`config.mk`:
```
export PLATFORM = sky130hd
export DESIGN_NAME = cubic_bezier_line_intersect
export DESIGN_NICKNAME = d
export VERILOG_FILES = /design/src/rtl/cbli_pkg.sv /design/src/rtl/cbli_ucode_rom.sv /design/src/rtl/cbli_seq.sv /design/src/rtl/cbli_datapath.sv /design/src/rtl/cubic_bezier_line_intersect.sv
export SDC_FILE = /design/constraint.sdc
export NUM_CORES = 2
export LEC_CHECK = 0
export BUFFER_PORTS_ARGS = -buffer_cell sky130_fd_sc_hd__buf_2
export CORE_MARGIN = 2
export CORE_UTILIZATION = 40
export CTS_CLUSTER_DIAMETER = 100
export DETAILED_ROUTE_END_ITERATION = 8
export PLACE_DENSITY = 0.55
export REMOVE_ABC_BUFFERS = 1
export SLEW_MARGIN = 5
export SYNTH_ARGS = -nofsm -noshare
export SYNTH_HDL_FRONTEND = slang
export SYNTH_HIERARCHICAL = 1
export SYNTH_SLANG_ARGS = --single-unit
```
`constraint.sdc`:
```
create_clock -name clk -period 14.8 [get_ports clk]
set_clock_uncertainty 0.2 [all_clocks]
set_input_delay 3.7 -clock clk [delete_from_list [all_inputs] [get_ports clk]]
set_output_delay 3.7 -clock clk [all_outputs]
set_load 0.1 [all_outputs]
```
`src/rtl/cbli_pkg.sv`:
```
// ----------------------------------------------------------------------------
// cbli_pkg
// Types, constants and microcode encoding for the Bezier line intersection.
// ----------------------------------------------------------------------------
package cbli_pkg;

  localparam int unsigned MAX_ROUNDS_DEF = 10;

  localparam int unsigned COORD_W = 32;
  localparam int unsigned FRAC_W  = 16;
  localparam int unsigned WGT_W   = 18;
  localparam int unsigned ACC_W   = 38;
  localparam int unsigned CFG_IDX_W = 3;
  localparam int unsigned NUM_REGS  = 8;
  localparam int unsigned PC_W    = 4;

  localparam logic [FRAC_W-1:0] U_START    = 16'h8000;
  localparam logic [FRAC_W-1:0] STEP_START = 16'h4000;
  localparam logic signed [COORD_W:0] TOL_LSB = 33'sd65;

  localparam logic [CFG_IDX_W-1:0] REG_CTRL0_X = 3'd0;
  localparam logic [CFG_IDX_W-1:0] REG_CTRL0_Y = 3'd1;
  localparam logic [CFG_IDX_W-1:0] REG_CTRL1_X = 3'd2;
  localparam logic [CFG_IDX_W-1:0] REG_CTRL1_Y = 3'd3;
  localparam logic [CFG_IDX_W-1:0] REG_CTRL2_X = 3'd4;
  localparam logic [CFG_IDX_W-1:0] REG_CTRL2_Y = 3'd5;
  localparam logic [CFG_IDX_W-1:0] REG_CTRL3_X = 3'd6;
  localparam logic [CFG_IDX_W-1:0] REG_CTRL3_Y = 3'd7;

  typedef enum logic [1:0] {
    ACT_MUL   = 2'd0,
    ACT_TESTX = 2'd1,
    ACT_DONE  = 2'd2
  } act_t;

  typedef enum logic [2:0] {
    A_U  = 3'd0,
    A_V  = 3'd1,
    A_U2 = 3'd2,
    A_V2 = 3'd3,
    A_W  = 3'd4
  } asel_t;

  typedef enum logic [1:0] {
    B_U   = 2'd0,
    B_V   = 2'd1,
    B_CRD = 2'd2
  } bsel_t;

  typedef enum logic [2:0] {
    D_NONE = 3'd0,
    D_U2   = 3'd1,
    D_V2   = 3'd2,
    D_W    = 3'd3,
    D_ACC  = 3'd4
  } dst_t;

  typedef struct packed {
    act_t                 act;
    asel_t                a_sel;
    logic [1:0]           widx;
    bsel_t                b_sel;
    logic [CFG_IDX_W-1:0] crd;
    dst_t                 dst;
    logic                 triple;
    logic                 acc_clr;
  } uc_t;

  typedef struct packed {
    logic load;
    logic mul_en;
    logic upd;
    logic fin_hit;
    logic fin_miss;
  } dp_ctl_t;

  function automatic uc_t uc_mul(input asel_t a, input logic [1:0] w, input bsel_t b,
                                 input logic [CFG_IDX_W-1:0] c, input dst_t d,
                                 input logic tri3, input logic clr);
    uc_t r;
    r.act     = ACT_MUL;
    r.a_sel   = a;
    r.widx    = w;
    r.b_sel   = b;
    r.crd     = c;
    r.dst     = d;
    r.triple  = tri3;
    r.acc_clr = clr;
    return r;
  endfunction

  function automatic uc_t uc_ctl(input act_t a);
    uc_t r;
    r         = uc_mul(A_U, 2'd0, B_U, REG_CTRL0_X, D_NONE, 1'b0, 1'b0);
    r.act     = a;
    return r;
  endfunction

endpackage

```
`src/rtl/cbli_ucode_rom.sv`:
```
// ----------------------------------------------------------------------------
// cbli_ucode_rom
// Control store: one evaluation, tolerance test and y accumulation.
// ----------------------------------------------------------------------------
module cbli_ucode_rom (
  input  logic [cbli_pkg::PC_W-1:0] pc,
  output cbli_pkg::uc_t             uc
);
  import cbli_pkg::*;

  always_comb begin
    unique case (pc)
      4'd0:  uc = uc_mul(A_U,  2'd0, B_U,   REG_CTRL0_X, D_U2,  1'b0, 1'b0);
      4'd1:  uc = uc_mul(A_V,  2'd0, B_V,   REG_CTRL0_X, D_V2,  1'b0, 1'b0);
      4'd2:  uc = uc_mul(A_U2, 2'd3, B_U,   REG_CTRL0_X, D_W,   1'b0, 1'b0);
      4'd3:  uc = uc_mul(A_V2, 2'd0, B_V,   REG_CTRL0_X, D_W,   1'b0, 1'b0);
      4'd4:  uc = uc_mul(A_V2, 2'd1, B_U,   REG_CTRL0_X, D_W,   1'b1, 1'b0);
      4'd5:  uc = uc_mul(A_U2, 2'd2, B_V,   REG_CTRL0_X, D_W,   1'b1, 1'b0);
      4'd6:  uc = uc_mul(A_W,  2'd0, B_CRD, REG_CTRL0_X, D_ACC, 1'b0, 1'b1);
      4'd7:  uc = uc_mul(A_W,  2'd1, B_CRD, REG_CTRL1_X, D_ACC, 1'b0, 1'b0);
      4'd8:  uc = uc_mul(A_W,  2'd2, B_CRD, REG_CTRL2_X, D_ACC, 1'b0, 1'b0);
      4'd9:  uc = uc_mul(A_W,  2'd3, B_CRD, REG_CTRL3_X, D_ACC, 1'b0, 1'b0);
      4'd10: uc = uc_ctl(ACT_TESTX);
      4'd11: uc = uc_mul(A_W,  2'd0, B_CRD, REG_CTRL0_Y, D_ACC, 1'b0, 1'b1);
      4'd12: uc = uc_mul(A_W,  2'd1, B_CRD, REG_CTRL1_Y, D_ACC, 1'b0, 1'b0);
      4'd13: uc = uc_mul(A_W,  2'd2, B_CRD, REG_CTRL2_Y, D_ACC, 1'b0, 1'b0);
      4'd14: uc = uc_mul(A_W,  2'd3, B_CRD, REG_CTRL3_Y, D_ACC, 1'b0, 1'b0);
      4'd15: uc = uc_ctl(ACT_DONE);
    endcase
  end

endmodule

```
`src/rtl/cbli_seq.sv`:
```
// ----------------------------------------------------------------------------
// cbli_seq
// Step counter, round counter and branch logic of the microcode engine.
// ----------------------------------------------------------------------------
module cbli_seq #(
  parameter int unsigned MAX_ROUNDS = cbli_pkg::MAX_ROUNDS_DEF
) (
  input  logic                      clk,
  input  logic                      rst,
  input  logic                      start,
  input  cbli_pkg::uc_t             uc,
  input  logic                      hit,
  output logic [cbli_pkg::PC_W-1:0] pc,
  output cbli_pkg::dp_ctl_t         ctl,
  output logic                      busy,
  output logic                      done,
  output logic                      found
);
  import cbli_pkg::*;

  localparam int unsigned RND_W = $clog2(MAX_ROUNDS + 1);

  typedef enum logic [1:0] {
    S_IDLE = 2'b01,
    S_RUN  = 2'b10
  } state_t;

  state_t           state;
  logic [RND_W-1:0] round;
  logic             last;

  assign busy = (state == S_RUN);
  assign last = (round == RND_W'(MAX_ROUNDS));

  always_comb begin
    ctl.load     = (state == S_IDLE) && start;
    ctl.mul_en   = busy && (uc.act == ACT_MUL);
    ctl.upd      = busy && (uc.act == ACT_TESTX) && !hit;
    ctl.fin_hit  = busy && (uc.act == ACT_DONE);
    ctl.fin_miss = busy && (uc.act == ACT_TESTX) && !hit && last;
  end

  always_ff @(posedge clk) begin
    if (rst) begin
      state <= S_IDLE;
      pc    <= '0;
      round <= '0;
      done  <= 1'b0;
      found <= 1'b0;
    end else begin
      done <= 1'b0;
      unique case (state)
        S_IDLE: begin
          if (start) begin
            state <= S_RUN;
            pc    <= '0;
            round <= '0;
          end
        end
        S_RUN: begin
          unique case (uc.act)
            ACT_MUL: pc <= pc + 1'b1;
            ACT_TESTX: begin
              if (hit) begin
                pc <= pc + 1'b1;
              end else if (last) begin
                state <= S_IDLE;
                done  <= 1'b1;
                found <= 1'b0;
              end else begin
                pc    <= '0;
                round <= round + 1'b1;
              end
            end
            ACT_DONE: begin
              state <= S_IDLE;
              done  <= 1'b1;
              found <= 1'b1;
            end
            default: state <= S_IDLE;
          endcase
        end
        default: state <= S_IDLE;
      endcase
    end
  end

endmodule

```
`src/rtl/cbli_datapath.sv`:
```
// ----------------------------------------------------------------------------
// cbli_datapath
// Control point registers, bisection state and the shared multiplier.
// ----------------------------------------------------------------------------
module cbli_datapath (
  input  logic                           clk,
  input  logic                           rst,
  input  logic                           wr_en,
  input  logic [cbli_pkg::CFG_IDX_W-1:0] wr_index,
  input  logic [cbli_pkg::COORD_W-1:0]   wr_data,
  input  logic signed [31:0]             query_x,
  input  cbli_pkg::uc_t                  uc,
  input  cbli_pkg::dp_ctl_t              ctl,
  output logic                           hit,
  output logic signed [31:0]             cross_y
);
  import cbli_pkg::*;

  localparam logic signed [ACC_W-1:0] SAT_HI = 38'sd2147483647;
  localparam logic signed [ACC_W-1:0] SAT_LO = -38'sd2147483648;

  function automatic logic signed [COORD_W-1:0] sat32(input logic signed [ACC_W-1:0] a);
    if (a > SAT_HI) begin
      return SAT_HI[COORD_W-1:0];
    end else if (a < SAT_LO) begin
      return SAT_LO[COORD_W-1:0];
    end
    return a[COORD_W-1:0];
  endfunction

  logic [COORD_W-1:0]        cfg [NUM_REGS];
  logic signed [COORD_W-1:0] qx;
  logic [FRAC_W-1:0]         u;
  logic [FRAC_W-1:0]         v;
  logic [FRAC_W-1:0]         step;
  logic [FRAC_W-1:0]         u2;
  logic [FRAC_W-1:0]         v2;
  logic [WGT_W-1:0]          w [4];
  logic signed [ACC_W-1:0]   acc;

  logic [WGT_W-1:0]          a_val;
  logic signed [COORD_W:0]   b_val;
  logic signed [WGT_W+COORD_W+1:0] prod;
  logic [FRAC_W-1:0]         pow;
  logic [WGT_W-1:0]          pow3;
  logic signed [35:0]        term;
  logic signed [COORD_W-1:0] cx;
  logic signed [COORD_W:0]   d;
  logic                      gt;

  assign v = 16'd0 - u;

  always_comb begin
    unique case (uc.a_sel)
      A_U:     a_val = {2'b00, u};
      A_V:     a_val = {2'b00, v};
      A_U2:    a_val = {2'b00, u2};
      A_V2:    a_val = {2'b00, v2};
      A_W:     a_val = w[uc.widx];
      default: a_val = '0;
    endcase
    unique case (uc.b_sel)
      B_U:     b_val = {17'd0, u};
      B_V:     b_val = {17'd0, v};
      B_CRD:   b_val = {cfg[uc.crd][COORD_W-1], cfg[uc.crd]};
      default: b_val = '0;
    endcase
  end

  assign prod = $signed({1'b0, a_val}) * b_val;
  assign pow  = prod[31:16];
  assign pow3 = {1'b0, pow, 1'b0} + {2'b00, pow};
  assign term = prod[51:16];

  assign cx  = sat32(acc);
  assign d   = {qx[COORD_W-1], qx} - {cx[COORD_W-1], cx};
  assign hit = (d <= TOL_LSB) && (d >= -TOL_LSB);
  assign gt  = d[COORD_W];

  always_ff @(posedge clk) begin
    if (rst) begin
      for (int i = 0; i < NUM_REGS; i++) begin
        cfg[i] <= '0;
      end
    end else if (wr_en) begin
      cfg[wr_index] <= wr_data;
    end
  end

  always_ff @(posedge clk) begin
    if (ctl.load) begin
      qx   <= query_x;
      u    <= U_START;
      step <= STEP_START;
    end else if (ctl.upd) begin
      u    <= gt ? (u - step) : (u + step);
      step <= step >> 1;
    end
  end

  always_ff @(posedge clk) begin
    if (ctl.mul_en) begin
      unique case (uc.dst)
        D_U2:  u2 <= pow;
        D_V2:  v2 <= pow;
        D_W:   w[uc.widx] <= uc.triple ? pow3 : {2'b00, pow};
        D_ACC: begin
          if (uc.acc_clr) begin
            acc <= {{2{term[35]}}, term};
          end else begin
            acc <= acc + {{2{term[35]}}, term};
          end
        end
        default: ;
      endcase
    end
  end

  always_ff @(posedge clk) begin
    if (ctl.fin_hit) begin
      cross_y <= sat32(acc);
    end else if (ctl.fin_miss) begin
      cross_y <= '0;
    end
  end

endmodule

```
`src/rtl/cubic_bezier_line_intersect.sv`:
```
// ----------------------------------------------------------------------------
// cubic_bezier_line_intersect
// Bisection search for the crossing of a cubic Bezier curve with X = query_x.
// ----------------------------------------------------------------------------
// Usage:
//   Write the four control points (x, y pairs, signed Q16.16) through wr_en,
//   wr_index and wr_data while the block is idle; index 0 is ctrl0_x up to
//   index 7 for ctrl3_y. Writes take effect at the clock edge.
//   Pulse start with query_x while busy is low; the transaction is taken at
//   that edge and busy rises.
//   Each bisection round runs six power products, four x terms and the
//   tolerance test, all through one 18x33 multiplier that the microcode
//   steps through. A hit then runs the four y terms and the done step;
//   a miss ends once none of the MAX_ROUNDS + 1 evaluations has hit.
//   done is high for exactly one cycle with cross_y and found; busy is low
//   in that cycle, so the next start may be taken there.
//   The receiver cannot stall: the result is valid for that single cycle.
//   Reset clears the control points to zero and drops any transaction.
// ----------------------------------------------------------------------------
module cubic_bezier_line_intersect #(
  parameter int unsigned MAX_ROUNDS = cbli_pkg::MAX_ROUNDS_DEF
) (
  input  logic                           clk,
  input  logic                           rst,
  input  logic                           wr_en,
  input  logic [cbli_pkg::CFG_IDX_W-1:0] wr_index,
  input  logic [cbli_pkg::COORD_W-1:0]   wr_data,
  input  logic                           start,
  input  logic signed [31:0]             query_x,
  output logic                           busy,
  output logic                           done,
  output logic signed [31:0]             cross_y,
  output logic                           found
);
  import cbli_pkg::*;

  logic [PC_W-1:0] pc;
  uc_t             uc;
  dp_ctl_t         ctl;
  logic            hit;

  cbli_ucode_rom u_rom (
    .pc (pc),
    .uc (uc)
  );

  cbli_seq #(
    .MAX_ROUNDS (MAX_ROUNDS)
  ) u_seq (
    .clk   (clk),
    .rst   (rst),
    .start (start),
    .uc    (uc),
    .hit   (hit),
    .pc    (pc),
    .ctl   (ctl),
    .busy  (busy),
    .done  (done),
    .found (found)
  );

  cbli_datapath u_dp (
    .clk      (clk),
    .rst      (rst),
    .wr_en    (wr_en),
    .wr_index (wr_index),
    .wr_data  (wr_data),
    .query_x  (query_x),
    .uc       (uc),
    .ctl      (ctl),
    .hit      (hit),
    .cross_y  (cross_y)
  );

endmodule

```
==> flow_metrics.env <==
export IMPL_drt_iter0_markers=2270
export IMPL_num_nets_final=5494
export IMPL_synth_area_um2=47200
export IMPL_drc=0
export IMPL_grt_pass1_vias=34500
export IMPL_htree_levels=2
export IMPL_grt_overflow=0
export IMPL_placed_cell_area_um2=49800
export IMPL_synth_most_common_cell="inv_1"
export IMPL_wl_per_cell_um=21.8
export IMPL_yosys_warnings=6
export IMPL_vias=32900
export IMPL_pre_cts_slack_ns=0.981
export IMPL_clk_path_buf_depth=3
export IMPL_post_cts_buffers=0
export IMPL_drtPass1Iterations=8
export IMPL_ys_ff_latch=505
export IMPL_synthCells=4552
export IMPL_met1_usage_pct=29.8
export IMPL_num_rows=126
export IMPL_die_w_um=347
export IMPL_clk_pin_slew_ns=0.06
export IMPL_yosys_top_cells_area="edfxtp_1 (29%), fa_1 (24%), ha_1 (6.4%)"
export IMPL_antenna_left=0
export IMPL_hold_violations=0
export IMPL_setup_worst_path_start="u_dp/u[1]$_SDFFE_PP0P_"
export IMPL_clk_latency_ns=0.68
export IMPL_maxSlewHeadroom_pct=8.03
export IMPL_clock_fmax_mhz=71.6
export IMPL_r2r_end="u_dp/acc[37]$_DFFE_PP_"
export IMPL_fin_crit_sh_pct=94.4
export IMPL_rsz0062_at_grt="false"
export IMPL_rrSetupSlack_ns=0.83
export IMPL_synth_top_area_share_pct=29.4
export IMPL_numCtsBuffers=57
export IMPL_synth_edf_count=462
export IMPL_grt_pass1_wl_mm=209
export IMPL_ys_flop_type="edfxtp_1"
export IMPL_cp_end_kind="flop"
export IMPL_min_path_type="reg -> reg"
export IMPL_criticalPathCategory="reg -> reg"
export IMPL_reg2regPathDepth=42
export IMPL_start_util_pct=40.1
export IMPL_max_slew_worst_pin_slew_ns=1.38
export IMPL_drv_slew=0
export IMPL_gp_congestion=0.909
export IMPL_grt_use_met3_pct=3.65
export IMPL_async_flop_share_pct=0
export IMPL_ios=106
export IMPL_powerDensity_nw_per_um2=63.6
export IMPL_period_needed_ns=13.97
export IMPL_hold_buffers=0
export IMPL_holdPathStages=2
export IMPL_grt_busiest_layer="met2"
export IMPL_critPathSlowestCell="o22ai_1"
export IMPL_hpwlAfterDp_mm=101
export IMPL_setup_viol=0
export IMPL_routed_wl_mm=135
export IMPL_cpPeakStageDelay_ns=1.07
export IMPL_whs_endpoint="u_seq/found$_SDFFE_PP0P_"
export IMPL_worstPathRequired_ns=14.98
export IMPL_synth_cell_types=90
export IMPL_synth_common_cells="inv_1 (730), fa_1 (564), nand2_1 (472)"
export IMPL_antenna_found_initial=8
export IMPL_cts_tree="built"
export IMPL_power_mw=3.29
export IMPL_cellLeakagePower_nw=22.2
export IMPL_setup_ws_ns=0.828
export IMPL_synth_seq_area_share_pct=31.2
export IMPL_fin_worst_hold_slack_ns=0.326
export IMPL_synth_top_cell_by_area="edfxtp_1"
export IMPL_viasPerCell=5.31
export IMPL_crit_path_frequent_cell="fa_1"
export IMPL_port_buffer_count=105
export IMPL_met2_usage_pct=39.0
export IMPL_track_usage_pct=22.7
export IMPL_die_area_um2=121000
export IMPL_core_area_um2=118000
export IMPL_syn2layout_area_growth_pct=9.60
export IMPL_finalSetupTns_ns=0
export IMPL_status="finished clean"
export IMPL_cp_arrival_ns=14.15
export IMPL_drive_gt1_share_pct=10.0
export IMPL_hp_start="u_seq/found$_SDFFE_PP0P_"
export IMPL_startpoint_type="flop"
export IMPL_drv_cap=0
export IMPL_cts_root_buf="clkbuf_16"
export IMPL_worst_path_max_fanout=11
export IMPL_cts_resized=0
export IMPL_rr_startpoint="u_dp/u[1]$_SDFFE_PP0P_"
export IMPL_grt_max_degree=54
export IMPL_final_area_um2=51700
export IMPL_die_height_um=347
export IMPL_cts_sinks=505
export IMPL_ir_worst_vdd_mv=0.0993
export IMPL_syn_area_per_cell_um2=10.4
## worst max path at each step
stage                        endpoint  slack [ns]  cells past startpoint
6_report       u_dp/acc[37]$_DFFE_PP_        0.83                     42
5_1_grt        u_dp/acc[37]$_DFFE_PP_        0.13                     42
4_1_cts        u_dp/acc[37]$_DFFE_PP_        0.89                     42
3_5_place_dp   u_dp/acc[37]$_DFFE_PP_        0.98                     42
3_3_place_gp   u_dp/acc[37]$_DFFE_PP_        1.14                     42
2_1_floorplan  u_dp/acc[36]$_DFFE_PP_       -0.36                     39
## critical path: cells and delay by family (launching register included)
family | cells | cell delay, ns
AOI/OAI and AO/OA | 14 | 4.59
and+or+nand+nor | 13 | 3.84
adders and majority gates | 8 | 3.81
xor gates and xnor gates | 3 | 0.47
DFF | 1 | 0.39
muxes | 1 | 0.24
buffers and inverters | 3 | 0.15
## layer usage
metal	vias up	routed length (um)
met5	-	93
met4	14	3580
met3	195	7220
met2	786	66400
met1	16900	58000
li1	15000	-
## per-stage QoR
stage	std cells	utilization [%]
floorplan	4367	-
global placement	6094	42.3
detailed placement	6094	42.3
CTS	6198	44.0
global route	6198	44.0
finish	6199	44.0
## cell usage in the layout (no fill, tap or decap), drive strengths merged, types with 23 or more instances in the layout
| cell | synthesis | layout |
|---|---|---|
| a21o | 74 | 74 |
| a21oi | 136 | 136 |
| and2 | 308 | 308 |
| buf | 35 | 191 |
| clkbuf | 150 | 71 |
| dfxtp | 43 | 43 |
| edfxtp | 462 | 462 |
| fa | 564 | 564 |
| ha | 242 | 242 |
| inv | 733 | 734 |
| mux2 | 33 | 33 |
| mux2i | 71 | 71 |
| mux4 | 79 | 79 |
| nand2 | 472 | 472 |
| nand2b | 34 | 34 |
| nand3 | 34 | 34 |
| nor2 | 390 | 390 |
| nor2b | 24 | 24 |
| nor3 | 50 | 50 |
| o21a | 23 | 23 |
| o21ai | 124 | 124 |
| xnor2 | 75 | 75 |
| xor2 | 84 | 84 |
## cell families (layout without fill, tap and decap cells)
kind of cell	Yosys count	count (layout)	share of synthesized area [%]
AO/OA/AOI/OAI	536	536	7.40
adder cells (fa/ha/maj)	806	806	30.3
AND/OR/NAND/NOR	1443	1443	14.6
multiplexers	183	183	6.06
XOR/XNOR	159	159	2.95
flip-flops	505	505	31.2
other	0	1	0
buffers and inverters	920	1030	7.40
## report_power, final
part           total [mW]  internal (mW)  switching, mW
clock                1.50          0.894          0.607
combinational       0.174         0.0612          0.113
sequential           1.62           1.60         0.0142
total                3.29           2.56          0.733
## registers in the layout, summed over array words and instances (netlist names), 16 cells and up
register / flops
u_dp/cross_y: 32
u_dp/acc: 38
u_dp/w: 72
u_dp/u: 16
u_dp/qx: 32
u_dp/u2: 16
u_dp/v2: 16
u_dp/cfg: 256
## layout make-up
class	count	area, um^2
Antenna cell	1	2.50
Tap cell	1536	1920
Inverter	735	2760
Fill cell	11300	65900
Multi-Input combinational cell	3127	29200
Sequential cell	505	14700
Clock inverter	33	467
Clock buffer	71	1500
Timing Repair Buffer	191	1170
No activity file was read; power rests on OpenSTA's default activity.
